==> src/rtl/core/fpq_pkg.sv <==
// Shared types and codes for the Q24.8 fixed-point ALU core.
// No dependencies; every module of the core imports this package.
`default_nettype none

package fpq_pkg;

  // Width of the operand and result ports.
  localparam int PORT_WIDTH = 32;

  // Action codes carried on in_action.
  localparam logic [2:0] ACT_ADD = 3'd0;
  localparam logic [2:0] ACT_SUB = 3'd1;
  localparam logic [2:0] ACT_MUL = 3'd2;
  localparam logic [2:0] ACT_DIV = 3'd3;
  localparam logic [2:0] ACT_MIN = 3'd4;
  localparam logic [2:0] ACT_MAX = 3'd5;
  localparam logic [2:0] ACT_INC = 3'd6;
  localparam logic [2:0] ACT_DEC = 3'd7;

  // Per-word control flags that travel down the pipeline with the data.
  typedef struct packed {
    logic [2:0] action;
    logic       neg;
    logic       less;
    logic       equal;
    logic       greater;
    logic       b_zero;
  } fpq_flags_t;

  // One finished result word.
  typedef struct packed {
    logic signed [PORT_WIDTH-1:0] value;
    logic                         less;
    logic                         equal;
    logic                         greater;
    logic                         overflow;
    logic                         div_zero;
  } fpq_result_t;

endpackage

`default_nettype wire

==> src/rtl/core/fpq_back.sv <==
// Back end: magnitude multiply, rounding, saturation, result selection and
// the output register with its skid word. Depends on fpq_pkg.
`default_nettype none

module fpq_back
  import fpq_pkg::*;
#(
  parameter int DATA_WIDTH = 32,
  parameter int FRAC_BITS  = 8
) (
  input  wire logic                          clk,
  input  wire logic                          rst_n,
  input  wire logic                          en,
  input  wire logic                          v_i,
  input  wire fpq_flags_t                    flags_i,
  input  wire logic [DATA_WIDTH-1:0]         mag_a_i,
  input  wire logic [DATA_WIDTH-1:0]         mag_b_i,
  input  wire logic [DATA_WIDTH-1:0]         simple_i,
  input  wire logic [DATA_WIDTH+FRAC_BITS:0] quo_i,
  input  wire logic                          out_stall,
  output logic                               out_valid,
  output fpq_result_t                        out_word,
  output logic                               full
);

  localparam int NUM_WIDTH  = DATA_WIDTH + FRAC_BITS + 1;
  localparam int PROD_WIDTH = 2 * DATA_WIDTH;
  localparam int SAT_WIDTH  = (PROD_WIDTH > NUM_WIDTH) ? PROD_WIDTH : NUM_WIDTH;
  localparam logic [PROD_WIDTH-1:0] RND =
    ({{(PROD_WIDTH - 1){1'b0}}, 1'b1} << FRAC_BITS) >> 1;
  localparam logic [SAT_WIDTH-1:0] POS_LIM =
    {{(SAT_WIDTH - DATA_WIDTH + 1){1'b0}}, {(DATA_WIDTH - 1){1'b1}}};
  localparam logic [SAT_WIDTH-1:0] NEG_LIM = POS_LIM + SAT_WIDTH'(1);

  logic                         pv_r;
  fpq_flags_t                   pflags_r;
  logic [PROD_WIDTH-1:0]        prod_r;
  logic [NUM_WIDTH-1:0]         quo_r;
  logic [DATA_WIDTH-1:0]        simple_r;

  logic [PROD_WIDTH-1:0]        rounded;
  logic [PROD_WIDTH-1:0]        mul_mag;
  logic [SAT_WIDTH-1:0]         mag_sel;
  logic [SAT_WIDTH-1:0]         lim;
  logic                         sat;
  logic [DATA_WIDTH-1:0]        mag_clip;
  logic signed [DATA_WIDTH-1:0] signed_res;
  logic signed [DATA_WIDTH-1:0] final_res;
  fpq_result_t                  res;

  logic                         out_valid_r;
  fpq_result_t                  out_r;
  logic                         skid_full_r;
  fpq_result_t                  skid_r;
  logic                         take;

  // Product stage: unsigned magnitude multiply, registered.
  always_ff @(posedge clk) begin
    if (!rst_n) begin
      pv_r <= 1'b0;
    end else if (en) begin
      pv_r <= v_i;
    end
  end

  always_ff @(posedge clk) begin
    if (en) begin
      pflags_r <= flags_i;
      prod_r   <= PROD_WIDTH'(mag_a_i) * PROD_WIDTH'(mag_b_i);
      quo_r    <= quo_i;
      simple_r <= simple_i;
    end
  end

  // Round the product half away from zero, then clamp the chosen magnitude.
  always_comb begin
    rounded  = prod_r + RND;
    mul_mag  = rounded >> FRAC_BITS;
    mag_sel  = (pflags_r.action == ACT_MUL) ? SAT_WIDTH'(mul_mag) : SAT_WIDTH'(quo_r);
    lim      = pflags_r.neg ? NEG_LIM : POS_LIM;
    sat      = mag_sel > lim;
    mag_clip = sat ? lim[DATA_WIDTH-1:0] : mag_sel[DATA_WIDTH-1:0];
    signed_res = pflags_r.neg ? DATA_WIDTH'(-mag_clip) : mag_clip;
  end

  // Pick the result and flags for the action.
  always_comb begin
    final_res    = simple_r;
    res.overflow = 1'b0;
    res.div_zero = 1'b0;
    if (pflags_r.action == ACT_MUL) begin
      final_res    = signed_res;
      res.overflow = sat;
    end else if (pflags_r.action == ACT_DIV) begin
      final_res    = pflags_r.b_zero ? '0 : signed_res;
      res.overflow = !pflags_r.b_zero && sat;
      res.div_zero = pflags_r.b_zero;
    end
    res.value   = PORT_WIDTH'(final_res);
    res.less    = pflags_r.less;
    res.equal   = pflags_r.equal;
    res.greater = pflags_r.greater;
  end

  // Output register with one skid word behind it. The pipeline halts only
  // while the skid word is occupied.
  assign take = out_valid_r && !out_stall;

  always_ff @(posedge clk) begin
    if (!rst_n) begin
      out_valid_r <= 1'b0;
      skid_full_r <= 1'b0;
    end else if (skid_full_r) begin
      if (take) begin
        skid_full_r <= 1'b0;
      end
    end else if (!out_valid_r || take) begin
      out_valid_r <= pv_r;
    end else if (pv_r) begin
      skid_full_r <= 1'b1;
    end
  end

  always_ff @(posedge clk) begin
    if (skid_full_r) begin
      if (take) begin
        out_r <= skid_r;
      end
    end else if (!out_valid_r || take) begin
      out_r <= res;
    end else if (pv_r) begin
      skid_r <= res;
    end
  end

  assign out_valid = out_valid_r;
  assign out_word  = out_r;
  assign full      = skid_full_r;

endmodule

`default_nettype wire

==> config.mk <==
export PLATFORM = sky130hd
export DESIGN_NAME = fpq_back
export DESIGN_NICKNAME = d
export VERILOG_FILES = /design/src/rtl/core/fpq_pkg.sv /design/src/rtl/core/fpq_back.sv
export SDC_FILE = /design/constraint.sdc
export NUM_CORES = 2
export LEC_CHECK = 0
export BUFFER_PORTS_ARGS = -buffer_cell sky130_fd_sc_hd__clkbuf_2
export CELL_PAD_IN_SITES_DETAIL_PLACEMENT = 0
export CELL_PAD_IN_SITES_GLOBAL_PLACEMENT = 2
export CORE_MARGIN = 5
export CORE_UTILIZATION = 38
export DETAILED_ROUTE_END_ITERATION = 8
export GPL_ROUTABILITY_DRIVEN = 1
export MAX_ROUTING_LAYER = met4
export PLACE_DENSITY_LB_ADDON = 0.25
export SYNTH_ARGS = -nofsm -noshare
export SYNTH_HDL_FRONTEND = slang
export SYNTH_SLANG_ARGS = --single-unit
==> constraint.sdc <==
create_clock -name clk -period 8 [get_ports clk]
set_clock_uncertainty 0.15 [all_clocks]
set_input_delay 0.4 -clock clk [delete_from_list [all_inputs] [get_ports clk]]
set_output_delay 0.4 -clock clk [all_outputs]
set_load 0.01 [all_outputs]
# After elaboration in Yosys (flattened, before gate mapping)
# Index checks and enable logic that the tools add are counted.
# Widths: inputs -> output; s select.
[word_totals]
ff_bits = 222
input_bits = 150
word_cells = 60
[classes]
add_sub_neg = 2
n_mul = 1
order_cmp = 1
eq_ne = 3
mux = 17
bitwise_logic = 2
reduce_logical = 10
[op_table]
columns = ["operator", "n"]
rows = [
  ["$mux 32", 6],
  ["$mux 37", 3],
  ["$add 64x8->64 const B", 1],
  ["$mul 32x32->64", 1],
  ["$gt 56x32->1", 1],
  ["$mux 56", 1],
  ["$neg 32->32", 1],
  ["$eq 3x2->1 const B", 2],
  ["$mux 1", 6],
  ["$reduce_and 2->1", 2],
  ["$logic_not 1->1", 3],
  ["$reduce_and 3->1", 1],
  ["$logic_and 1x1->1", 2],
  ["$mux 2", 1],
  ["$ne 2x1->1 const B", 1],
  ["$not 1->1", 2],
  ["$reduce_bool 2->1", 1],
  ["$logic_or 1x1->1", 1],
]

# Longest topological paths before layout
[depth]
depth_word = 11
mapped_depth = 31

# Worst setup path after synthesis
# No wires, ideal clock.
[synth_path]
path_type = "input -> register"
start = "in mag_a_i[13]"
end = "reg prod_r[57], data pin"
t_arrival_ns = 7.386
path_slack_ns = 0.206
path_stages = 28
path_cell_list = "clkbuf_1 -> and2_1 -> fa_1 -> fa_1 -> fa_1 -> inv_1 -> fa_1 -> inv_1 -> fa_1 -> inv_1 -> fa_1 -> inv_1 -> fa_1 -> inv_1 -> fa_1 -> inv_1 -> ha_1 -> or3_1 -> o22a_1 -> o211ai_1 -> nand3_1 -> o21ai_0 -> a31oi_1 -> a21oi_1 -> nor4b_1 -> or3_1 -> a21oi_1 -> xnor2_1"
[synth_between]
elab_chain_cells = 1
[synth_lines]
columns = ["element", "line", "source"]
rows = [
  ["start, declared", "fpq_back.sv:16", "input wire logic [DATA_WIDTH-1:0] mag_a_i,"],
  ["$mul 32x32->64", "fpq_back.sv:69", "prod_r <= PROD_WIDTH'(mag_a_i) * PROD_WIDTH'(mag_b_i);"],
  ["end signal, assigned", "fpq_back.sv:69", ""],
  ["end, declared", "fpq_back.sv:37", "logic [PROD_WIDTH-1:0] prod_r;"],
]
# No other way between the ends.
# A chain may end at the register's enable or synchronous reset.

# Worst setup path after layout
[layout_path]
start = "in mag_a_i[13]"
end = "reg prod_r[46], data pin"
# The elaborated chain is that of the path after synthesis.

==> results.md <==
* Clock buffer depth at 3
* Layout cell share with drive strength beyond 1 at 0.125
* Pins over their slew limit at 0
* Yosys warnings at 0
* Crit path buffers/inverters at 8
* Worst setup SP type: input port
* CP startpoint: mag_a_i[13]
* DR iter-0 viols at roughly 1600
* Synth top cells by count: 906 x inv_1, 895 x fa_1, 621 x and2_1
* Period utilization at 0.950
* Final Hold Fails at 0
* WL/cell at between 15 and 20 µm
* Pin count of the biggest net entering global routing at between 80 and 90
* Worst Max-Slew Pin Slew at approximately 980 ps
* Mapped Area at ~0.044 mm²
* CP Class: input port to flop
* Crit path max-delay cell type: fa_1
* CTS Sinks at 215
* FF-to-FF path depth at 28
* Post-synthesis async set-or-reset flop share at 0
* Cell variety after synth at 76
* Non-filler cells in the finished layout at roughly 6400
* Worst skew pair latency at roughly 550 ps
* Fmax at approximately 0.13 GHz
* Area contributors post-synth: fa_1 41%, edfxtp_1 15%, and2_1 8.9%, ha_1 8.4%, inv_1 7.8%
* Vias in the first global route at between 30000 and 40000
* WHS Path Cells at 3
* Root Buffer: clkbuf_16
* Row cnt at around 120
* CTS tree: built
* Layout area overhead at 15.0%
* Top-count cell post-synth: inv_1
* Slew headroom at 0.344
* IO Port Bufs at 188
* GRT Total Usage at 0.214
* Min-Delay Startpoint: out_stall
* Syn_nets at about 5900
* Routed vias/inst at around 5
* Post-Place Cells at about 6300
* I/O pins at approximately 190
* Die extent in y at ~350 µm
* Hold/Removal Path Class: input port to flop
* Routed vias at 31800
* Max stage delay on crit path at approximately 540 ps
* Final Core Density at 0.440
* CP Max Fanout at 9
* Antenna violations before repair at 3
* Average cell area after synthesis at just under 10 µm²
* CTS H-Tree Depth at 1
* Most frequent CP cell: fa_1
* Worst R2R Start: prod_r[12]
* Cell taking the most area after synthesis: fa_1
* Die area at about 0.12 mm²
* Dpl cell area at approximately 0.048 mm²
* Remaining DRCs at 0
* Overflow after GRT at 0
* Initial core utilization at 0.382
* Routed wire length at ~130000 µm
* Synth Instances at 4519
* CTS buffer count at 26
* Final setup vio count at 0
* CORE AREA at ~0.11 mm²
* GPL Wtd Cong at ~0.87
* Main flop type after synthesis: edfxtp_1
* Final nets at around 6200
* CP Data Arrival Time at roughly 7700 ps
* Delay-heaviest family, CP: adder cells
* CP endpoint kind: flop
* Final Cell Area at between 0.05 and 0.06 mm²
* DR pass1 iterations at 5
* WP data required at 8110 ps
* Final ANT Viol Nets at 0
* Stages on worst setup path at 29
* Worst-path clk slew at ~60 ps
* RSZ-0062 raised after global routing: false
* HPWL after DPL at between 100000 and 150000 µm
* Final worst path period need at around 7600 ps
* Die W at roughly 350 µm
* Setup_tns at 0 ps
* Outcome: finished, final reports clean
* FF+latch count, synth at roughly 220
* Max Cap Viol at 0
* Yosys top cell area share at 0.410
* Number of synthesized flops with an enable pin at roughly 210
* First-pass GRT wire length at roughly 200000 µm
* Seq/Total Area, Yosys at 0.147
[metrics by stage]
step           setup slack [ps]  hold slack (ps)
6_report                    399              116
5_1_grt                    36.1              109
4_1_cts                    38.8             80.5
3_5_place_dp               -666              288
3_3_place_gp               -566              288
2_1_floorplan               206              272
[logic make-up after synthesis]
| group | Yosys count | share of synthesized area |
|---|---|---|
| and+or+nand+nor | 1487 | 0.178 |
| AOI/OAI and AO/OA | 353 | 0.0550 |
| buffers and inverters | 1150 | 0.0992 |
| muxes | 37 | 0.00925 |
| DFF | 215 | 0.147 |
| xor gates and xnor gates | 88 | 0.0176 |
| adders and majority gates | 1189 | 0.494 |
[worst min-delay path, delay by kind of cell]
kind            cells  cell delay, ps
compound gates      2             240
buf+inv             1             130
[registers in the layout, summed over array words and instances (netlist names)]
register and cells:
prod_r 57, quo_r 41, out_word 37, skid_r 37
simple_r 32, pflags_r 8, full 1, out_valid 1
pv_r 1
[cells in the final DEF, fill, tap and decap left out, types with 12 or more instances in the layout]
cell type / n
o21a_1: 13
nor3_1: 45
o31ai_1: 23
nor2b_1: 12
nand4_1: 36
ha_1: 294
inv_1: 906
and4_1: 12
and2_1: 621
dlygate4sd3_1: 83
or4_1: 12
and3_1: 19
a21oi_1: 80
mux2_2: 27
o21ai_0: 60
edfxtp_1: 212
nor2_1: 83
or3_1: 15
xor2_1: 31
buf_4: 277
nor4_1: 15
clkbuf_2: 185
o211ai_1: 15
a211oi_1: 19
xnor2_1: 57
a21o_1: 29
clkbuf_16: 26
fa_1: 895
nand2_1: 526
buf_12: 38
a31oi_1: 18
nand3_1: 47
[path summary, 6_finish.rpt]
| check | endpoint | slack, ps |
|---|---|---|
| max | prod_r[46] | 400 |
| min | out_valid | 120 |
| max reg2reg | out_word[31] | 590 |
| min reg2reg | skid_r[2] | 300 |
[metal layers]
layer | GRT usage | part of all wire
met4 | 0.0362 | 0.020
met1 | 0.286 | 0.45
met3 | 0.0197 | 0.036
met2 | 0.362 | 0.49
met5 | - | 0
[area by class of cell]
class,count,area (µm²)
fill,11200,64100
multi-input combinational,3154,33000
sequential,215,6430
timing repair buffer,586,4620
inverter,906,3400
tap,1512,1890
clock buffer,28,658
clock inverter,20,225
antenna,3,7.51
[repair_timing]
item	4_1_cts	5_1_grt
resized for setup	1	14
pin swaps	0	2
setup buffers	0	3
setup endpoints to repair	8	19
hold endpoints to repair	84	0
hold buffers	83	0
Power is left out: the tool's default activity adds up to more than one toggle a clock period on the data nets, which glitch-free logic cannot reach.
