$ cat src/rtl/core/fpq_pkg.sv
// Shared types and codes for the Q24.8 fixed-point ALU core.
// No dependencies; every module of the core imports this package.
`default_nettype none

package fpq_pkg;

  // Width of the operand and result ports.
  localparam int PORT_WIDTH = 32;

  // Action codes carried on in_action.
  localparam logic [2:0] ACT_ADD = 3'd0;
  localparam logic [2:0] ACT_SUB = 3'd1;
  localparam logic [2:0] ACT_MUL = 3'd2;
  localparam logic [2:0] ACT_DIV = 3'd3;
  localparam logic [2:0] ACT_MIN = 3'd4;
  localparam logic [2:0] ACT_MAX = 3'd5;
  localparam logic [2:0] ACT_INC = 3'd6;
  localparam logic [2:0] ACT_DEC = 3'd7;

  // Per-word control flags that travel down the pipeline with the data.
  typedef struct packed {
    logic [2:0] action;
    logic       neg;
    logic       less;
    logic       equal;
    logic       greater;
    logic       b_zero;
  } fpq_flags_t;

  // One finished result word.
  typedef struct packed {
    logic signed [PORT_WIDTH-1:0] value;
    logic                         less;
    logic                         equal;
    logic                         greater;
    logic                         overflow;
    logic                         div_zero;
  } fpq_result_t;

endpackage

`default_nettype wire

$ cat src/rtl/core/fpq_div_cell.sv
// One cell of the divider chain: a single restoring step that produces one
// quotient bit and passes the word on. Depends on fpq_pkg.
`default_nettype none

module fpq_div_cell
  import fpq_pkg::*;
#(
  parameter int DATA_WIDTH = 32,
  parameter int FRAC_BITS  = 8
) (
  input  wire logic                          clk,
  input  wire logic                          rst_n,
  input  wire logic                          en,
  input  wire logic                          v_i,
  input  wire fpq_flags_t                    flags_i,
  input  wire logic [DATA_WIDTH-1:0]         mag_a_i,
  input  wire logic [DATA_WIDTH-1:0]         mag_b_i,
  input  wire logic [DATA_WIDTH-1:0]         simple_i,
  input  wire logic [DATA_WIDTH-1:0]         rem_i,
  input  wire logic [DATA_WIDTH+FRAC_BITS:0] nq_i,
  output logic                               v_o,
  output fpq_flags_t                         flags_o,
  output logic [DATA_WIDTH-1:0]              mag_a_o,
  output logic [DATA_WIDTH-1:0]              mag_b_o,
  output logic [DATA_WIDTH-1:0]              simple_o,
  output logic [DATA_WIDTH-1:0]              rem_o,
  output logic [DATA_WIDTH+FRAC_BITS:0]      nq_o
);

  localparam int NUM_WIDTH = DATA_WIDTH + FRAC_BITS + 1;

  logic                  v_r;
  fpq_flags_t            flags_r;
  logic [DATA_WIDTH-1:0] mag_a_r;
  logic [DATA_WIDTH-1:0] mag_b_r;
  logic [DATA_WIDTH-1:0] simple_r;
  logic [DATA_WIDTH-1:0] rem_r, rem_nxt;
  logic [NUM_WIDTH-1:0]  nq_r, nq_nxt;
  logic [DATA_WIDTH:0]   den;
  logic [DATA_WIDTH:0]   trial;
  logic [DATA_WIDTH:0]   diff;
  logic                  q_bit;

  // Shift the next numerator bit into the remainder and try the divisor 2*|b|.
  // The numerator shifts out at the top while quotient bits fill the bottom.
  always_comb begin
    den     = {mag_b_i, 1'b0};
    trial   = {rem_i, nq_i[NUM_WIDTH-1]};
    diff    = trial - den;
    q_bit   = trial >= den;
    rem_nxt = q_bit ? diff[DATA_WIDTH-1:0] : trial[DATA_WIDTH-1:0];
    nq_nxt  = {nq_i[NUM_WIDTH-2:0], q_bit};
  end

  // Cell valid.
  always_ff @(posedge clk) begin
    if (!rst_n) begin
      v_r <= 1'b0;
    end else if (en) begin
      v_r <= v_i;
    end
  end

  // Cell payload.
  always_ff @(posedge clk) begin
    if (en) begin
      flags_r  <= flags_i;
      mag_a_r  <= mag_a_i;
      mag_b_r  <= mag_b_i;
      simple_r <= simple_i;
      rem_r    <= rem_nxt;
      nq_r     <= nq_nxt;
    end
  end

  assign v_o      = v_r;
  assign flags_o  = flags_r;
  assign mag_a_o  = mag_a_r;
  assign mag_b_o  = mag_b_r;
  assign simple_o = simple_r;
  assign rem_o    = rem_r;
  assign nq_o     = nq_r;

endmodule

`default_nettype wire

$ cat config.mk
export PLATFORM = sky130hd
export DESIGN_NAME = fpq_div_cell
export DESIGN_NICKNAME = d
export VERILOG_FILES = /design/src/rtl/core/fpq_pkg.sv /design/src/rtl/core/fpq_div_cell.sv
export SDC_FILE = /design/constraint.sdc
export NUM_CORES = 1
export LEC_CHECK = 0
export BUFFER_PORTS_ARGS = -buffer_cell sky130_fd_sc_hd__buf_2
export CAP_MARGIN = 20
export CORE_AREA = 5 5 137 139
export DETAILED_ROUTE_END_ITERATION = 8
export DIE_AREA = 0 0 142 144
export PLACE_DENSITY = 0.77
export SLEW_MARGIN = 15
export SYNTH_ARGS = -nofsm -noshare
export SYNTH_HDL_FRONTEND = slang
export SYNTH_SLANG_ARGS = --single-unit
$ cat constraint.sdc
create_clock -name clk -period 4.87 [get_ports clk]
set_input_delay 0.487 -clock clk [delete_from_list [all_inputs] [get_ports clk]]
set_output_delay 0.487 -clock clk [all_outputs]
set_load 0.1 [all_outputs]
Word-level counts from Yosys, hierarchy flattened --
Cells that the tools add are included.
Operators by class: add/subtract/negate cells 1, $lt $le $gt $ge 1, muxes and demuxes 1
Operator list (number):
- $ge 33x33->1 | 1
- $mux 32 | 1
- $sub 32x32->32 | 1
Word-level totals: bits in registers 178, output and inout bits 178, logic and storage cells 15

Depth between registers and ports, before layout --
Gate-level depths: netlist of run 1.
depth in word-level cells 2, mapped depth 13

Worst setup path before layout of run 1 --
OpenSTA, ideal clock, no wires.
kind input port to flip-flop, start input port mag_b_i[12], end register rem_r[15] (netlist: rem_o[15]) (data pin), library setup time 262 ps, arrival 2886 ps, required time 4608 ps, slack 1721 ps, stages on the path 10, path buffers 2, path through inv_1 > ha_1 > clkbuf_1 > nand2_1 > or4b_1 > or4_1 > a32oi_1 > o21bai_2 > buf_6 > mux2_1
On the way: longest elaborated chain between the ends 2, elaborated cells between the ends (all ways) 3, those cells by class 1 x add/sub; 1 x order compare; 1 x mux
RTL lines:
- start: declaration | RTL line fpq_div_cell.sv:17 | input wire logic [DATA_WIDTH-1:0] mag_b_i,
- $sub 32x32->32 / $ge 33x33->1 (equally long branches) | RTL line fpq_div_cell.sv:49, fpq_div_cell.sv:50
- $mux 32 (*) | RTL line fpq_div_cell.sv:51 | rem_nxt = q_bit ? diff[DATA_WIDTH-1:0] : trial[DATA_WIDTH-1:0];
- net rem_nxt[15] | RTL line fpq_div_cell.sv:37 | logic [DATA_WIDTH-1:0] rem_r, rem_nxt;
- end signal: assignment | RTL line fpq_div_cell.sv:71 | rem_r <= rem_nxt;
- end: declaration | RTL line fpq_div_cell.sv:37
The timed path passes the listed nets; every way through them passes the cells marked *. A chain may end at the register's enable or synchronous reset.

Final worst setup path of run 1 --
start input port mag_b_i[18], end register rem_r[26] (netlist: rem_o[26]) (data pin)
The elaborated chain is that of the path after synthesis.

==> run_results.csv, run 1 <==
group,metric,value,unit
critical_path,worstPathRequired,5.05,ns
critical_path,crit_path_start_kind,"primary input",
clocking,clkTransAtPathRegs,0.08,ns
detailed_routing,ant_nets,0,
synth,yosys.cell_count.top_type,"edfxtp_1",
synth,syn_avg_cell_area,14.3,um2
synth,synth_area,0.00768,mm2
synth,synth_area_leader_cell,"edfxtp_1",
clocking,insertion_delay,0.43,ns
global_routing,grt-ovfl-total,0,
global_routing,first_global_vias,5668,
power,power_density,468,mW/mm2
place,gp_congestion,0.903,
global_routing,antenna_found_initial,1,
critical_path,crit_path_start,"mag_b_i[18]",
power,intPower,0.00282,W
floorplanning,rows,49,
power,p_comb_share,33.1,%
clocking,root_buffer,"clkbuf_16",
detailed_routing,drt-wirelength-per-cell,19.4,um
power,p_clk_share,28.0,%
synth,async_flop_share,0,%
outcome,status,"complete, no violations",
worst_hold_path,hold_class,"primary input to register",
critical_path,r2r_slack,4.27,ns
detailed_routing,routed-via-count,5727,
sta,tns,0,ns
critical_path,r2r-start,"v_o",
synth,yosys.area.top_type_share,69.2,%
floorplanning,core_area,0.0175,mm2
synth,synth_common_cells,"edfxtp_1, nor2_1, inv_1",
clocking,post_cts.repair.setup_buffers,0,
power,ir_worst_vdd,0.255,mV
critical_path,ff2ff_path_depth,2,
global_routing,grt_pass1_wl,31800,um
clocking,cts_buffers,17,
clocking,cts-resized-gates,0,
synth,syn_inst,536,
flow_run,maxCapViolCount,0,
sta,rsz0062_at_grt,"no",
critical_path,worstSetupPathType,"primary input to register",
sta,slew_headroom,45.2,%
synth,yosys-top-cells-area,"edfxtp_1, ha_1, a21oi_1, nor2_1, inv_1",
critical_path,cp-end-kind,"register",
final_layout,drive_gt1_share,45.1,%
sta,tightest_slew,0.822,ns
floorplanning,fp.dieArea,0.0204,mm2
detailed_routing,wl,22200,um
place,dpl.hpwl,18000,um
detailed_routing,drc,0,
final_layout,syn2layout_area_growth,34.4,%
final_layout,nets,1119,
sta,fmax,0.298,GHz
global_routing,grt_max_degree,91,
sta,slew_viol_final,0,
final_layout,num-fill-cells,1439,
floorplanning,die_w,142,um
clocking,ctsHoldBuffers,0,
synth,synth_edf_count,177,
power,sw_frac_of_total,41.5,%
sta,hold_violations,0,
sta,setup_viol,0,
sta,hold_ws,0.225,ns
synth,synthesis.nets,750,
floorplanning,ios,359,
synth,synth_ff_type,"edfxtp_1",
clocking,cts_tree,"built",
detailed_routing,drtIter0Drc,262,
sta,period_share,68.9,%
power,leakagePower,4.54,nW
floorplanning,die_h,144,um
place,port_buffers,358,
detailed_routing,vias_per_cell,4.99,
synth,synth-seq-cells,178,
sta,finClkSkew,0,ns
global_routing,track_usage,20.7,%
clocking,clock_path_buffers,2,
power,switchingPower,0.00200,W
power,seq_power_share,39.0,%
critical_path,path_max_fanout,16,
place,dpl.cell_count,1115,
detailed_routing,drt-pass1-iter-count,5,
floorplanning,start_util,43.8,%
synth,synth_cell_types,54,
critical_path,crit_path_end,"rem_o[26]",
final_layout,final_cells,1148,
synth,yosys_warnings,0,
clocking,htreeDepth,4,
clocking,clock_sinks,178,
sta,fin_crit,3.35,ns
critical_path,arrival,3.54,ns
critical_path,reg2reg_to,"v_o",
synth,ys_seq_area_share,69.5,%
[how the worst min path moves through the flow]
stage,from,endpoint,cells after the start,slack [ns]
2_1_floorplan,flags_i[0],flags_o[0],0,0.59
3_3_place_gp,v_o,v_o,2,0.50
3_5_place_dp,v_o,v_o,2,0.50
4_1_cts,mag_a_i[2],mag_a_o[2],1,0.20
5_1_grt,simple_i[19],simple_o[19],1,0.20
6_report,simple_i[16],simple_o[16],1,0.22
[cell type report]
class / count / area (um2) / share of cell area [%]
antenna: 1 / 2.50 / 0.0243
clock buffer: 18 / 429 / 4.16
timing repair buffer: 363 / 1850 / 17.9
multi-input combinational: 305 / 2110 / 20.4
inverter: 40 / 150 / 1.46
sequential: 178 / 5340 / 51.7
tap: 229 / 287 / 2.78
clock inverter: 14 / 156 / 1.52
[placed cells by master, fill, tap and decap left out, types with 6 or more instances in the layout]
cell / n
a21o_1: 9
a21oi_1: 39
a21oi_2: 16
a31oi_1: 6
buf_2: 357
clkbuf_16: 17
edfxtp_1: 177
ha_1: 32
inv_1: 40
mux2_1: 6
nand2_1: 19
nand3_1: 8
nand4_1: 6
nor2_1: 47
nor2b_1: 8
o21ai_0: 21
xnor2_1: 17
xor2_1: 10
[cells by family (layout without fill, tap and decap cells)]
logic type	Yosys count	after routing	synth area share (%)
mux	8	8	1.14
compound gates	121	121	10.4
buf+inv	53	435	3.16
fa+ha+maj	33	33	5.48
xor+xnor	27	27	3.08
simple gates	116	116	7.22
other cells	0	1	0
flops	178	178	69.5
[metrics by stage]
| step | area (um2) | utilization [%] | setup slack, ns | power (W) |
|---|---|---|---|---|
| 2_1_floorplan | 7680 | - | 1.72 | 0.00320 |
| 3_5_place_dp | 9730 | 55.5 | 1.06 | 0.00351 |
| 5_1_grt | 10300 | 58.8 | 1.32 | 0.00500 |
| 3_3_place_gp | 9730 | 55.5 | 1.13 | 0.00349 |
| 4_1_cts | 10300 | 58.8 | 1.55 | 0.00487 |
| 6_report | 10300 | 58.8 | 1.52 | 0.00482 |
[layer usage]
layer,routed length (um),GRT usage (%),up-vias
met5,0,0,-
met4,456,7.17,0
met3,1810,5.42,33
met2,12000,38.0,244
met1,7990,23.3,2705
li1,-,-,2745
[registers in the layout, indices dropped and copies added, names as in the netlist]
name	cells
mag_a_o	32
flags_o	8
nq_o	41
v_o	1
mag_b_o	32
simple_o	32
rem_o	32
[power groups by stage]
stage	sequential, W	combinational [W]	clock [W]
5_1_grt	0.00189	0.00165	0.00145
3_3_place_gp	0.00191	0.00159	0
2_1_floorplan	0.00291	0.000285	0
3_5_place_dp	0.00191	0.00160	0
4_1_cts	0.00188	0.00160	0.00138
6_report	0.00188	0.00160	0.00135
[critical path, stage by stage]
cell	delay, ns
buf_2	0.10
inv_1	0.04
ha_1	0.41
nand2_1	0.14
nor2_2	0.16
or4b_1	0.51
or4_1	0.48
a32oi_1	0.25
o21bai_4	0.29
buf_4	0.32
mux2_1	0.34
(Power assumes the default switching activity.)
==> run 2, diff against run 1 <==
- clock period: 4.87 -> 3.45 ns (I/O delays scaled with it)
==> run 2 against run 1 <==
  * Non-clock buffer count increased by 22
  * Cell area increased by 1.4%
  * Sequential share of layout area decreased by 0.73 points
  * Largest cell class unchanged
==> run_results.csv, run 2 (synthesis gave the netlist of run 1 again) <==
group,metric,value,unit
clocking,clock_path_buffers,2,
power,power_density,648,mW/mm2
floorplanning,die_h,144,um
detailed_routing,drtIter0Drc,323,
clocking,htreeDepth,4,
sta,tns,0,ns
detailed_routing,drt-pass1-iter-count,5,
power,sw_frac_of_total,41.3,%
power,seq_power_share,39.1,%
power,intPower,0.00398,W
detailed_routing,ant_nets,0,
floorplanning,die_w,142,um
critical_path,arrival,3.34,ns
worst_hold_path,hold_class,"primary input to register",
global_routing,antenna_found_initial,3,
power,leakagePower,4.63,nW
power,ir_worst_vdd,0.339,mV
sta,slew_headroom,51.9,%
critical_path,r2r_slack,2.86,ns
critical_path,crit_path_start_kind,"primary input",
clocking,cts_tree,"built",
place,port_buffers,358,
clocking,ctsHoldBuffers,0,
global_routing,grt_max_degree,77,
final_layout,final_cell_mix,"buf_2, edfxtp_1, nor2_1",
detailed_routing,vias_per_cell,5.05,
detailed_routing,drc,0,
sta,fmax,0.326,GHz
sta,fin_crit,3.06,ns
final_layout,final_cells,1170,
clocking,clock_sinks,178,
sta,setup_viol,0,
final_layout,drive_gt1_share,46.4,%
critical_path,worstPathRequired,3.72,ns
sta,tightest_slew,0.722,ns
outcome,status,"complete, no violations",
place,dpl.hpwl,18100,um
place,dpl.cell_count,1137,
floorplanning,ios,359,
clocking,clkTransAtPathRegs,0.07,ns
critical_path,path_max_fanout,20,
critical_path,worstSetupPathType,"primary input to register",
floorplanning,fp.dieArea,0.0204,mm2
sta,hold_violations,0,
detailed_routing,wl,22500,um
floorplanning,rows,49,
global_routing,grt-ovfl-total,0,
sta,finClkSkew,0,ns
floorplanning,core_area,0.0175,mm2
clocking,cts-resized-gates,0,
detailed_routing,drt-wirelength-per-cell,19.2,um
power,p_clk_share,27.1,%
critical_path,cp-end-kind,"register",
global_routing,track_usage,20.9,%
detailed_routing,routed-via-count,5904,
critical_path,ff2ff_path_depth,2,
power,p_comb_share,33.8,%
final_layout,mostFrequentLayoutCell,"buf_2",
final_layout,largest_reg_flops,41,
power,switchingPower,0.00280,W
global_routing,first_global_vias,5884,
floorplanning,start_util,43.8,%
clocking,insertion_delay,0.42,ns
sta,period_share,88.8,%
flow_run,maxCapViolCount,0,
sta,rsz0062_at_grt,"no",
clocking,root_buffer,"clkbuf_16",
worst_hold_path,worstHoldPathCells,1,
global_routing,grt_pass1_wl,32400,um
place,gp_congestion,0.902,
clocking,post_cts.repair.setup_buffers,0,
final_layout,syn2layout_area_growth,36.3,%
clocking,cts_buffers,17,
sta,slew_viol_final,0,
final_layout,nets,1141,
[run 2: metal layers]
| metal | global-route usage (%) | share of wire (%) | vias to the layer above |
|---|---|---|---|
| li1 | - | - | 2791 |
| met4 | 6.72 | 2.2 | 2 |
| met3 | 6.58 | 8.9 | 34 |
| met1 | 23.3 | 36 | 2799 |
| met2 | 38.1 | 53 | 278 |
| met5 | 0 | 0.058 | - |
[run 2: worst paths after layout]
path,start,to
hold reg to reg,v_o,v_o
setup / recovery,mag_b_i[7],rem_o[8]
hold / removal,simple_i[16],simple_o[16]
setup reg to reg,v_o,v_o
[run 2: layout make-up]
class | count | area (um2)
sequential | 178 | 5340
timing repair buffer | 385 | 2010
inverter | 40 | 150
clock buffer | 17 | 425
clock inverter | 14 | 140
multi-input combinational | 305 | 2110
antenna | 2 | 5.00
fill | 1413 | 7070
tap | 229 | 287
[run 2: through the flow]
| stage | setup slack, ns | total power [W] | area (um2) | hold slack (ns) | utilization (%) |
|---|---|---|---|---|---|
| after floorplan | 0.443 | 0.00451 | 7680 | 0.444 | - |
| final | 0.386 | 0.00678 | 10500 | 0.0898 | 59.7 |
| after CTS | 0.404 | 0.00683 | 10500 | 0.0683 | 59.6 |
| after global routing | 0.187 | 0.00703 | 10500 | 0.0605 | 59.7 |
| after global placement | 0.0651 | 0.00497 | 9890 | 0.497 | 56.4 |
| after detailed placement | -0.0214 | 0.00499 | 9890 | 0.517 | 56.4 |
[run 2: worst max-delay path, stage by stage]
cell      delay, ns
buf_2          0.10
inv_1          0.05
ha_1           0.36
a21oi_1        0.14
a2111o_1       0.42
a21oi_1        0.22
nor3_1         0.09
o41a_1         0.50
o21bai_4       0.55
buf_4          0.34
mux2i_1        0.21
[run 2: power by group through the flow]
| stage | logic [W] | clock network [W] | registers [W] |
|---|---|---|---|
| floorplan | 0.000402 | 0 | 0.00411 |
| global placement | 0.00228 | 0 | 0.00269 |
| detailed placement | 0.00229 | 0 | 0.00270 |
| CTS | 0.00230 | 0.00188 | 0.00265 |
| global route | 0.00237 | 0.00199 | 0.00267 |
| finish | 0.00229 | 0.00184 | 0.00265 |
