**config.mk**
```make
export PLATFORM = sky130hd
export DESIGN_NAME = fpq_front
export DESIGN_NICKNAME = d
export VERILOG_FILES = /design/src/rtl/core/fpq_pkg.sv /design/src/rtl/core/fpq_front.sv
export SDC_FILE = /design/constraint.sdc
export NUM_CORES = 1
export LEC_CHECK = 0
export BUFFER_PORTS_ARGS = -buffer_cell sky130_fd_sc_hd__buf_2
export CORE_UTILIZATION = 55
export CTS_CLUSTER_SIZE = 10
export DETAILED_ROUTE_END_ITERATION = 8
export HOLD_SLACK_MARGIN = 0.12
export PLACE_DENSITY_LB_ADDON = 0.08
export SETUP_SLACK_MARGIN = 0.02
export SYNTH_ARGS = -nofsm -noshare
export SYNTH_HDL_FRONTEND = slang
export SYNTH_SLANG_ARGS = --single-unit
```
**constraint.sdc**
```tcl
create_clock -name clk -period 6.4 [get_ports clk]
set_clock_uncertainty 0.15 [all_clocks]
set_input_delay 0.96 -clock clk [delete_from_list [all_inputs] [get_ports clk]]
set_output_delay 0.96 -clock clk [all_outputs]
set_load 0.005 [all_outputs]
```
**src/rtl/core/fpq_pkg.sv**
```systemverilog
// Shared types and codes for the Q24.8 fixed-point ALU core.
// No dependencies; every module of the core imports this package.
`default_nettype none

package fpq_pkg;

  // Width of the operand and result ports.
  localparam int PORT_WIDTH = 32;

  // Action codes carried on in_action.
  localparam logic [2:0] ACT_ADD = 3'd0;
  localparam logic [2:0] ACT_SUB = 3'd1;
  localparam logic [2:0] ACT_MUL = 3'd2;
  localparam logic [2:0] ACT_DIV = 3'd3;
  localparam logic [2:0] ACT_MIN = 3'd4;
  localparam logic [2:0] ACT_MAX = 3'd5;
  localparam logic [2:0] ACT_INC = 3'd6;
  localparam logic [2:0] ACT_DEC = 3'd7;

  // Per-word control flags that travel down the pipeline with the data.
  typedef struct packed {
    logic [2:0] action;
    logic       neg;
    logic       less;
    logic       equal;
    logic       greater;
    logic       b_zero;
  } fpq_flags_t;

  // One finished result word.
  typedef struct packed {
    logic signed [PORT_WIDTH-1:0] value;
    logic                         less;
    logic                         equal;
    logic                         greater;
    logic                         overflow;
    logic                         div_zero;
  } fpq_result_t;

endpackage

`default_nettype wire

```
**src/rtl/core/fpq_front.sv**
```systemverilog
// Front stage: compare flags, wrapping add/sub/min/max/inc/dec, operand
// magnitudes and the rounded divide numerator. Depends on fpq_pkg.
`default_nettype none

module fpq_front
  import fpq_pkg::*;
#(
  parameter int DATA_WIDTH = 32,
  parameter int FRAC_BITS  = 8
) (
  input  wire logic                         clk,
  input  wire logic                         rst_n,
  input  wire logic                         en,
  input  wire logic                         v_i,
  input  wire logic [2:0]                   action_i,
  input  wire logic signed [DATA_WIDTH-1:0] a_i,
  input  wire logic signed [DATA_WIDTH-1:0] b_i,
  output logic                              v_o,
  output fpq_flags_t                        flags_o,
  output logic [DATA_WIDTH-1:0]             mag_a_o,
  output logic [DATA_WIDTH-1:0]             mag_b_o,
  output logic [DATA_WIDTH-1:0]             simple_o,
  output logic [DATA_WIDTH+FRAC_BITS:0]     num_o
);

  localparam int NUM_WIDTH = DATA_WIDTH + FRAC_BITS + 1;

  logic                  v_r;
  fpq_flags_t            flags_r, flags_nxt;
  logic [DATA_WIDTH-1:0] mag_a_r, mag_a_nxt;
  logic [DATA_WIDTH-1:0] mag_b_r, mag_b_nxt;
  logic [DATA_WIDTH-1:0] simple_r, simple_nxt;
  logic [NUM_WIDTH-1:0]  num_r, num_nxt;

  // Flags and magnitudes.
  always_comb begin
    flags_nxt.action  = action_i;
    flags_nxt.neg     = a_i[DATA_WIDTH-1] ^ b_i[DATA_WIDTH-1];
    flags_nxt.less    = a_i < b_i;
    flags_nxt.equal   = a_i == b_i;
    flags_nxt.greater = a_i > b_i;
    flags_nxt.b_zero  = b_i == '0;
    mag_a_nxt = a_i[DATA_WIDTH-1] ? DATA_WIDTH'(-a_i) : DATA_WIDTH'(a_i);
    mag_b_nxt = b_i[DATA_WIDTH-1] ? DATA_WIDTH'(-b_i) : DATA_WIDTH'(b_i);
  end

  // Divide numerator 2*|a|*2^FRAC_BITS + |b|, so that a floor divide by 2*|b|
  // rounds half away from zero.
  assign num_nxt = {mag_a_nxt, {(FRAC_BITS + 1){1'b0}}} + NUM_WIDTH'(mag_b_nxt);

  // Results of the actions that need no multiply or divide.
  always_comb begin
    unique case (action_i)
      ACT_ADD: simple_nxt = DATA_WIDTH'(a_i + b_i);
      ACT_SUB: simple_nxt = DATA_WIDTH'(a_i - b_i);
      ACT_MUL: simple_nxt = '0;
      ACT_DIV: simple_nxt = '0;
      ACT_MIN: simple_nxt = flags_nxt.less ? a_i : b_i;
      ACT_MAX: simple_nxt = flags_nxt.greater ? a_i : b_i;
      ACT_INC: simple_nxt = DATA_WIDTH'(a_i + DATA_WIDTH'(1));
      ACT_DEC: simple_nxt = DATA_WIDTH'(a_i - DATA_WIDTH'(1));
    endcase
  end

  // Stage valid.
  always_ff @(posedge clk) begin
    if (!rst_n) begin
      v_r <= 1'b0;
    end else if (en) begin
      v_r <= v_i;
    end
  end

  // Stage payload.
  always_ff @(posedge clk) begin
    if (en) begin
      flags_r  <= flags_nxt;
      mag_a_r  <= mag_a_nxt;
      mag_b_r  <= mag_b_nxt;
      simple_r <= simple_nxt;
      num_r    <= num_nxt;
    end
  end

  assign v_o      = v_r;
  assign flags_o  = flags_r;
  assign mag_a_o  = mag_a_r;
  assign mag_b_o  = mag_b_r;
  assign simple_o = simple_r;
  assign num_o    = num_r;

endmodule

`default_nettype wire

```
### Yosys cells after proc, flatten, opt, wreduce, memory -nomap -nowiden

Cells that the tools add are included.

| cells by class | value |
|---|---|
| $add $sub $neg | 7 |
| magnitude comparators | 2 |
| eq/ne operators | 8 |
| muxes and demuxes | 5 |
| bitwise logic cells | 1 |
| reductions and logical operators | 3 |

Operator list:

| cell | number |
|---|---|
| 32-bit case mux with 7 select lines | 1 |
| 32-bit two-way mux | 4 |
| 32-bit negator | 2 |
| 41-bit by 32-bit adder with 41-bit output | 1 |
| 32-bit by 2-bit adder with 32-bit output, second input constant | 1 |
| 32-bit adder | 1 |
| 32-bit == test | 1 |
| 32-bit > comparator | 1 |
| 32-bit logical NOT | 1 |
| 32-bit less-than comparator | 1 |
| 32-bit by 2-bit subtractor with 32-bit output, second input constant | 1 |
| 32-bit subtractor | 1 |
| 3-bit == test, second input constant | 4 |
| 3-bit by 2-bit == test with 1-bit output, second input constant | 2 |
| 3-bit by 1-bit == test with 1-bit output, second input constant | 1 |
| 3-bit logical NOT | 1 |
| 2-bit OR reduction | 1 |
| 1-bit bitwise XOR | 1 |

| storage, ports and cells | value |
|---|---|
| register bits after elaboration | 146 |
| input bits | 71 |
| output and inout bits | 146 |
| logic and storage cells | 37 |

### Longest topological paths before layout

Gate-level depths: netlist of run 1.

| logic depth | value |
|---|---|
| depth after elaboration | 3 |
| mapped depth | 21 |
| gate-level depth less buffers | 20 |

### Least setup slack after synthesis of run 1

Ideal clock, no wire load.

| timing | value |
|---|---|
| path type | input-to-reg |
| from | in b_i[3] |
| to | reg num_r[37] (netlist: num_o[37]) (data pin) |
| library setup time | 263 ps |
| arrival | 4796 ps |
| data required time | 5987 ps |
| setup slack | 1191 ps |
| cell stages on the path | 20 |
| buffers on the path | 2 |
| path through | buf_2 or3_1 nor2_1 nand3_1 nor2_1 nand2_1 nand2_1 xnor2_1 ha_1 clkbuf_1 a21oi_1 a31oi_1 or3b_2 o311ai_1 o211ai_1 a31oi_2 o31ai_2 a311o_2 nand3_1 xnor2_1 |

| between the ends | value |
|---|---|
| longest elaborated chain between the ends | 3 |

RTL lines:

| item | RTL line | RTL |
|---|---|---|
| start, declared | fpq_front.sv:17 | `input wire logic signed [DATA_WIDTH-1:0] b_i,` |
| 32-bit negator | fpq_front.sv:44 | `mag_b_nxt = b_i[DATA_WIDTH-1] ? DATA_WIDTH'(-b_i) : DATA_WIDTH'(b_i);` |
| 32-bit two-way mux | fpq_front.sv:44 |  |
| via mag_b_nxt[16] | fpq_front.sv:31 | `logic [DATA_WIDTH-1:0] mag_b_r, mag_b_nxt;` |
| 41-bit by 32-bit adder with 41-bit output | fpq_front.sv:49 | `assign num_nxt = {mag_a_nxt, {(FRAC_BITS + 1){1'b0}}} + NUM_WIDTH'(mag_b_nxt);` |
| via num_nxt[37] | fpq_front.sv:33 | `logic [NUM_WIDTH-1:0] num_r, num_nxt;` |
| end signal, assigned | fpq_front.sv:81 | `num_r <= num_nxt;` |
| end, declared | fpq_front.sv:33 |  |

The timed path passes the listed nets, and every way through them passes these cells.
A chain may end at the register's enable or synchronous reset.

### Worst setup path in the final report of run 1

| timing | value |
|---|---|
| from | in b_i[1] |
| to | reg num_r[40] (netlist: num_o[40]) (data pin) |

The elaborated chain is that of the path after synthesis.

==> run summary, run 1 <==
The portion of the clock cycle consumed by the worst path in the final layout was 87.6%; the synthesis-stage register bit count was 137. Setup repair after global routing left no endpoint under its margin. After Yosys synthesis, and, or, nand and nor cells account for 15.2% of the synthesized area. The number of DRC markers in iteration 0 was 969; the area of the core region was 21200 sq um. The count of buffers added by post-CTS timing repair for setup was 0; the fraction of the yosys area taken by sequential cells was 34.1%. In this run the horizontal extent of the chip is 150 um. Wires add up to 38400 um. After global routing the overflow that remains totals 0.

The non-filler instance count after layout was 1791; the area of all placed cells without fillers was 13900 sq um. The flow ran to the end, and the final reports show no timing, DRC or antenna violations. In this run the worst path has a maximum fanout of 7.

Hold timing on the final database bottoms out at a slack of 0.400 ns. For the worst flop-to-flop path, the logic depth is 2. The cell row count was 53; the synthesized area per cell was 9.20 sq um. The slowest stage of the critical path is the sky130_fd_sc_hd__or3_1 cell. TritonCTS built the clock tree. The tools report the clock tree root driver cell as sky130_fd_sc_hd__clkbuf_16. The portion of synthesized area spent on multiplexers is 1.53%. The tool flagged a number of max-cap violations equal to 0. The category of the critical setup timing path is input pin to flop. Minimum setup slack in the final design: 0.793 ns. The run gives 0 as the total count of hold-check failures in the final report. Power spread over the standard cell area amounts to 243 nW/um^2. Traced cell by cell, the critical path runs through buf_2, inv_1, ha_1, nand2b_1, nor2_1, nand3_1, or3_1, nand2_1, xnor2_1, inv_1, ha_1, a211oi_1, o21ai_0, a32o_1, o32ai_1, o211ai_1, a31oi_1, o41a_1, o21bai_1, a21o_1, a31o_2. The path with the worst hold slack has its endpoint at v_o$_SDFFE_PN0P_.

Entering global routing, the biggest net connects 90 pins. The total count of max-transition violations in the final report is 0, and the CTS clock-pin slew for the worst setup and hold paths is 0.07 ns. The logs give 11.2k for the vias after detailed routing and 166 uV for the peak supply drop. Before antenna repair, the detailed router went through 6 iterations.

After detailed routing, the number of remaining DRC violations is 0. The slew at the pin closest to its max-slew limit is 1.02 ns. The worst register-to-register path ends at v_o$_SDFFE_PN0P_. After Yosys synthesis, XOR and XNOR cells account for 12.8% of the synthesized area.

The critical path data arrival time is 5.65 ns, and the placed wire-length estimate after detailed placement is 30100 um. Summing the areas of all fa, ha and maj instances in the mapped netlist gives 9.64% of the synthesized area. The logs give 86 for the distinct cell type count after synthesis and 1309 for the number of standard cells after synthesis. The H-tree was split into 4 levels. In this run the tightest slew margin relative to its limit is 31.7%. Final standard cell utilization of the core: 65.4%.

The smallest clock period supported by the final layout is computed as 5.61 ns. The filler cells instantiated in the layout total 1824. The floorplan step set the die height to 150 um.

The multi-input combinational cells in the finished layout cover a total of 7470 sq um. Static timing analysis puts the maximum clock frequency at 178 MHz. The post-route netlist has 19.8% of its cells at a drive strength greater than 1.

The count of buffers added on input and output ports is 216. In this run, placement finished with an instance count of 1757. The number of global-route vias before repair was 10.4k. The first-pass GRT wire length came out at 58500 um. After detailed routing, the average wire length per cell comes to 21.5 um. The main flop type after synthesis was sky130_fd_sc_hd__edfxtp_1.

The count of cells along the worst hold path came out at 2. The worst setup path is launched from an input pin. The final layout contains 1663 nets. In the routed layout, each cell is associated on average with a via count of 6.25.

In this run the deepest clock path goes through 2 buffers. For the worst-skew pair, the clock arrives at the later sink with an insertion delay of 0.44 ns. Data on the critical path is required at its endpoint by 6.45 ns. In this run the count of I/O pins placed on the die edge is 217. Setup violations remaining at the end of the flow were counted as 0.

In this design, the stage delay of the slowest critical-path cell is 0.41 ns. For this design the static power due to leakage is 5.83 nW. Power comes to 3.38 mW.

After clock tree synthesis, the flow added hold-fix buffers numbering 0. In this design, the largest share of critical-path delay is due to compound AO/OA/AOI/OAI gates. The tightest min-delay check is of the flop to flop type. The total number of yosys warnings is 0.

The setup slack after placement is 0.459 ns, and the number of resized instances in the post-cts repair step is 0. In this run the cell area measured after placement is 13300 sq um. The net count after synthesis was 1471. The logs give 12000 sq um for the netlist area before placement and 22500 sq um for the area of the die. After synthesis, the largest family of logic cells by area is compound AO/OA/AOI/OAI gates. The kind of capture point of the worst setup path is a flop. Once the floorplan was initialized, standard cells occupied 56.8% of the core. The synthesized netlist devotes 22.7% of its cell area to compound gates. The post-route setup TNS was 0 ns; the number of antenna violations at the first check in global routing was 1. Buffers inserted during clock tree synthesis total 17. Routability-driven placement finished with a final weighted congestion of 0.957.

The startpoint identified for the worst register-to-register timing path is v_o$_SDFFE_PN0P_. The all-layer global routing usage came out at 34.7%. The area added between synthesis and finish is 15.3%, and the post-detailed-route count of antenna-violating nets is 0.

The synthesized design contains 136 enable-type register cells. In this run the register-to-register setup slack is 5.63 ns. Of all flip-flops after synthesis, the portion carrying an async set or reset was 0%.

For the register cell area after layout, the log shows 4100 sq um. The startpoint identified for the worst hold timing path is v_o$_SDFFE_PN0P_. Together, buffers and inverters on the worst path number 3. Counting every sink on the clock net gives 137.
-- kinds of logic (layout without fill, tap and decap cells) --
kind of cell,after synthesis,count (layout)
other cells,0,2
fa+ha+maj,91,91
compound gates,411,411
xor+xnor,173,173
simple gates,362,362
mux,18,18
buf+inv,117,322
flops,137,137
-- cell type report --
| class | instances | share of cell area (%) |
|---|---|---|
| inverters | 61 | 1.65 |
| clock inverters | 14 | 0.910 |
| flip-flops and latches | 137 | 29.5 |
| repair buffers | 229 | 8.53 |
| well taps | 275 | 2.48 |
| clock buffers | 18 | 3.09 |
| multi-input cells | 1055 | 53.8 |
| diodes | 2 | 0.0360 |
-- sequential cells by signal, indices dropped and copies added (netlist names) --
register  count
mag_a_o      32
mag_b_o      32
num_o        32
simple_o     32
flags_o       8
v_o           1
-- worst reg2reg max path, stage by stage (launching register included) --
cell and delay (ns):
sky130_fd_sc_hd__dfxtp_1 0.34, sky130_fd_sc_hd__mux2i_1 0.07, sky130_fd_sc_hd__nor2b_1 0.15
-- metal layers --
layer  track usage [%]  up-vias  wire [um]
met5                 0        -          0
met4              12.4        0        959
met3              5.12       72       3810
met2              50.8      574      16400
met1              51.5     5268      17200
li1                  -     5280          -
-- report_power, final --
part           switching, mW  leakage [nW]  internal, mW
clock network          0.459         0.264         0.511
logic                  0.718          4.24         0.500
registers             0.0320          1.33          1.16
-- cells in the final DEF (no fill, tap or decap), types with 6 or more instances in the layout --
cell / n
sky130_fd_sc_hd__and3_1: 11
sky130_fd_sc_hd__o21ai_0: 81
sky130_fd_sc_hd__nand3_1: 30
sky130_fd_sc_hd__nand2b_1: 22
sky130_fd_sc_hd__and2_1: 8
sky130_fd_sc_hd__inv_1: 58
sky130_fd_sc_hd__a222oi_1: 10
sky130_fd_sc_hd__a21o_1: 48
sky130_fd_sc_hd__o22ai_1: 7
sky130_fd_sc_hd__o21bai_1: 12
sky130_fd_sc_hd__o21a_1: 14
sky130_fd_sc_hd__clkbuf_16: 17
sky130_fd_sc_hd__o221ai_1: 6
sky130_fd_sc_hd__a31o_2: 7
sky130_fd_sc_hd__nand2_1: 102
sky130_fd_sc_hd__nor2b_1: 12
sky130_fd_sc_hd__xor2_1: 40
sky130_fd_sc_hd__mux2i_1: 17
sky130_fd_sc_hd__ha_1: 88
sky130_fd_sc_hd__a211o_1: 7
sky130_fd_sc_hd__nor3_1: 28
sky130_fd_sc_hd__xnor2_1: 128
sky130_fd_sc_hd__a31oi_1: 18
sky130_fd_sc_hd__o31ai_1: 13
sky130_fd_sc_hd__buf_2: 215
sky130_fd_sc_hd__a22oi_1: 6
sky130_fd_sc_hd__nor2_1: 78
sky130_fd_sc_hd__edfxtp_1: 136
sky130_fd_sc_hd__a21oi_1: 114
sky130_fd_sc_hd__nand4_1: 17
sky130_fd_sc_hd__or3_1: 17
sky130_fd_sc_hd__buf_4: 13
sky130_fd_sc_hd__a211oi_1: 11
sky130_fd_sc_hd__nor4_1: 8
-- worst max-delay path by stage --
stage | slack (ns) | cells after the start | end | from
floorplan | 1.19 | 20 | num_o[37]$_DFFE_PP_ | b_i[3]
global placement | 0.70 | 20 | num_o[37]$_DFFE_PP_ | b_i[1]
detailed placement | 0.46 | 21 | num_o[40]$_DFFE_PP_ | b_i[1]
CTS | 0.88 | 21 | num_o[40]$_DFFE_PP_ | b_i[1]
global route | 0.47 | 21 | num_o[37]$_DFFE_PP_ | b_i[1]
finish | 0.79 | 21 | num_o[40]$_DFFE_PP_ | b_i[1]
-- cell usage after synthesis, drive strengths merged, types with 4 or more instances --
master,n,share of area (%)
nand2b,23,1.3
o21a,14,0.87
a311oi,5,0.36
mux2i,18,1.5
nor3,29,1.2
a41oi,5,0.43
o221ai,6,0.44
a222oi,10,0.83
xnor2,132,9.8
a21oi,114,4.7
a211o,7,0.51
a21o,48,3.0
a221oi,4,0.29
nand4,17,0.88
o21bai,12,0.75
and3,11,0.57
o22ai,7,0.36
ha,88,9.1
o31a,4,0.29
or3,18,0.98
or2,7,0.41
o211ai,4,0.25
o41ai,5,0.36
nor2,79,2.5
edfxtp,136,34
or4,5,0.37
nor2b,12,0.62
xor2,41,3.0
o21ai,83,3.4
nand2,102,3.2
clkbuf,38,1.2
a211oi,11,0.69
o31ai,16,1.3
a31o,7,0.51
nand3,30,1.2
a22oi,6,0.37
a31oi,20,1.1
and2,9,0.49
inv,59,1.8
buf,18,0.96
nor4,10,0.77
Power figures use the tool's default switching activity.
==> run 2: changes to the inputs <==
--- a/config.mk
+++ b/config.mk
@@ -6,7 +6,7 @@
 export NUM_CORES = 1
 export LEC_CHECK = 0
 export BUFFER_PORTS_ARGS = -buffer_cell sky130_fd_sc_hd__buf_2
-export CORE_UTILIZATION = 55
+export CORE_UTILIZATION = 52
 export CTS_CLUSTER_SIZE = 10
 export DETAILED_ROUTE_END_ITERATION = 8
 export HOLD_SLACK_MARGIN = 0.12
==> constraint.sdc (replaced) <==
create_clock -name clk -period 4.64 [get_ports clk]
set_clock_uncertainty 0.15 [all_clocks]
set_input_delay 0.696 -clock clk [delete_from_list [all_inputs] [get_ports clk]]
set_output_delay 0.696 -clock clk [all_outputs]
set_load 0.005 [all_outputs]
==> run 2 against run 1 <==
  * Critical path depth did not move
  * Core utilization up 3.8 points
  * Sequential share of layout area fell by 3.5 points
  * Clock-buffer cell count is the same
  * First-iteration DRC count up 7.5%
  * Critical endpoint unchanged
  * Largest cell class unchanged
==> run summary, run 2 (synthesis results as in run 1) <==
The average wire per standard cell came out at 20.9 um (-2.4%). In the layout the commonest cells are sky130_fd_sc_hd__buf_2, sky130_fd_sc_hd__buf_4, sky130_fd_sc_hd__edfxtp_1, sky130_fd_sc_hd__xnor2_1, sky130_fd_sc_hd__a21oi_1. The most common library cell in the layout ignoring fill and taps was sky130_fd_sc_hd__buf_2.

The tools report the pin count of the biggest net entering global routing as 82 (-8.9%). The area of the die came out at 23800 sq um (+5.7%). The switching power came out at 1.75 mW (+44%). The tools report the number of antenna violations at the first check in global routing as 4 (+3). Based on the critical path, the design can be clocked at up to 225 MHz.

The non-filler instance count after layout was 2002 (+12%); the vias after detailed routing was 12.0k (+7.6%). The first-pass GRT wire length is 63200 um (+8.1%), and the relative max-transition margin is 29.7% (-2.0 points). The logs give 217 (unchanged) for the I/O pin total and 39.1% (+3.0 points) for the power share of the combinational group. The tools report the static leakage as 6.91 nW (+19%). Routed wire length: 41900 um (+9.1%).

For the critical path data arrival time, the log shows 4.50 ns (-1.15 ns). The path with the worst hold slack has its endpoint at v_o$_SDFFE_PN0P_. The flow ran to the end, and the final reports show no timing, DRC or antenna violations.

The minimum setup slack in the final design came out at 0.191 ns (-0.602 ns). The tools report the setup slack after placement as -0.278 ns (-0.737 ns). In the finished design, the share of the clock period the worst path needs comes to 95.9%. The placed instance count was 1966 (+12%).

The critical path is of the input pin to flop type. The number of buffers on the longest clock path was 2 (unchanged). The run gives 28.5% (-0.2 points) as the portion of total power attributed to the clock network.

For the detailed-router iteration count before antenna repair, the log shows 6 (unchanged). The cell internal power dissipation was 3.30 mW (+52%). The overall overflow remaining after global route came out at 0 (unchanged). Traced cell by cell, the critical path runs through buf_2, inv_1, ha_2, nand2b_1, nor2_4, nand3_4, or3_4, nand2_1, xnor2_2, inv_2, ha_4, a211oi_2, o21ai_1, a32o_1, o32ai_1, o211ai_1, a31oi_1, o41a_1, o21bai_1, a21o_1, a31o_2. The number of DRC markers in iteration 0 was 1042 (+7.5%). Setup repair after global routing left no endpoint under its margin.

After layout, the minimum clock period comes to 4.45 ns. The area of the core region is 22700 sq um (+7.0%). The post-route setup TNS is 0 ns (unchanged), and the highest cell delay on the worst timing path is 0.35 ns (-0.06 ns).

Reg2reg setup slack: 3.90 ns (-1.73 ns). The die width was 154 um (+2.8%). The total number of nets in the final design is 1865 (+12%).

The run gives 14900 sq um (+12%) as the post-placement cell area. The placed wire-length estimate after detailed placement is 33300 um (+11%), and the via count normalized by instance count is 6.01 (-3.8%). The run gives 137 (unchanged) as the number of clock sinks.

The placer congestion estimate is 0.977 (+2.1%), and the starting density of the core is 53.1% (-3.7 points). Fraction of layout cells with a size suffix above 1: 31.6% (+12 points). The run gives 55 (+3.8%) as the cell row count. For the number of max-capacitance violations reported, the log shows 0 (unchanged).

The worst setup path is launched from an input pin. The tools report the area of the multi-input gates as 7730 sq um (+3.5%). The area added between synthesis and finish was 30.5%.

The height of the chip is 154 um (+2.8%), and the final standard cell utilization of the core is 69.3% (+3.8 points). The maximum net fanout on the critical path is 5 (-2). For the overall power consumption, the log shows 5.05 mW (+49%).

The type of the worst min-delay path was input pin to flop. All-layer global routing usage: 35.2% (+0.53 points). Switching share of total power: 34.6% (-1.2 points). The total count of hold-check failures in the final report was 0 (unchanged). The H-tree depth is 4 (unchanged).

For the data required time of the worst path, the log shows 4.69 ns (-1.76 ns). The area of all placed cells without fillers is 15700 sq um (+13%), and the register cell area after layout is 4100 sq um (unchanged). The total count of max-transition violations in the final report is 0 (unchanged). The tools report the clock tree root driver cell as sky130_fd_sc_hd__clkbuf_16. Number of buffers inserted by port buffering: 216 (unchanged). The number of cells on the worst reg-to-reg path was 2 (unchanged).

The setup-violating endpoint count in the final report came out at 0 (unchanged). The slew at the pin closest to its max-slew limit came out at 1.05 ns (+0.0304 ns). The power density over the cells came out at 321 nW/um^2 (+32%). The insertion delay of the later-clocked pin in the worst-skew pair came out at 0.44 ns (about the same).

The worst hold slack across all endpoints was 0.310 ns (-0.0900 ns); the DRC violation count after routing was 0 (unchanged). The largest individual stage delay along the critical path comes from the cell sky130_fd_sc_hd__or3_4. The startpoint of the worst register-to-register path is v_o$_SDFFE_PN0P_. The number of global-route vias before repair is 11.3k (+8.8%), and the count of cells along the worst hold path is 2 (unchanged).

The startpoint identified for the worst hold timing path is rst_n. Post-detailed-route count of antenna-violating nets: 0 (unchanged). STA classifies the critical path endpoint as a flop. The sequential group share of total power was 32.5% (-2.7 points).

The worst register-to-register path ends at v_o$_SDFFE_PN0P_. The tools report the number of fillers in the final layout as 1848 (+1.3%). TritonCTS built the clock tree. CTS clock-pin slew for the worst setup and hold paths: 0.07 ns (about the same). The peak supply drop is 228 uV (+37%). The tools report the number of buffers added by the clock tree synthesis step as 17 (unchanged).
## run 2: what timing repair did
item                       in CTS  in global routing
setup endpoints to repair       0                 13
hold buffers                    0                  0
buffers inserted                0                  3
resized for setup               0                 37
## run 2: power groups by stage
stage               Sequential (mW)  Clock, mW  Combinational [mW]
global placement               1.66          0                1.86
floorplan                      1.69          0                1.06
finish                         1.64       1.44                1.97
CTS                            1.64       1.44                1.90
detailed placement             1.66          0                1.88
global route                   1.66       1.49                2.13
## run 2: how the worst max path moves through the flow
| stage | startpoint | slack [ns] | endpoint |
|---|---|---|---|
| detailed placement | b_i[5] | -0.28 | num_o[40]$_DFFE_PP_ |
| finish | b_i[1] | 0.19 | num_o[40]$_DFFE_PP_ |
| floorplan | b_i[3] | 0.008 | num_o[37]$_DFFE_PP_ |
| global route | b_i[1] | 0.02 | num_o[37]$_DFFE_PP_ |
| CTS | b_i[0] | 0.15 | num_o[37]$_DFFE_PP_ |
| global placement | b_i[5] | -0.21 | simple_o[31]$_DFFE_PP_ |
## run 2: worst max-delay path: cells and delay by family
family	cells	cell delay (ns)
compound gates	10	2.01
simple gates	5	0.85
fa+ha+maj	2	0.47
buf+inv	3	0.28
xor+xnor	1	0.17
## run 2: layout make-up
cell class / instances / share of cell area [%]
diodes: 1 / 0.0159
clock buffers: 18 / 2.73
clock inverters: 14 / 1.04
inverters: 61 / 1.46
multi-input cells: 1055 / 49.1
flip-flops and latches: 137 / 26.1
well taps: 285 / 2.27
repair buffers: 431 / 17.3
## run 2: per-layer routing
layer	share of wire, %	wire length, um	up-vias	track usage [%]
li1	-	-	5683	-
met1	46	19200	5674	50.8
met2	42	17700	587	52.6
met3	8.4	3520	94	5.77
met4	3.5	1460	4	14.0
met5	0.064	27	-	0
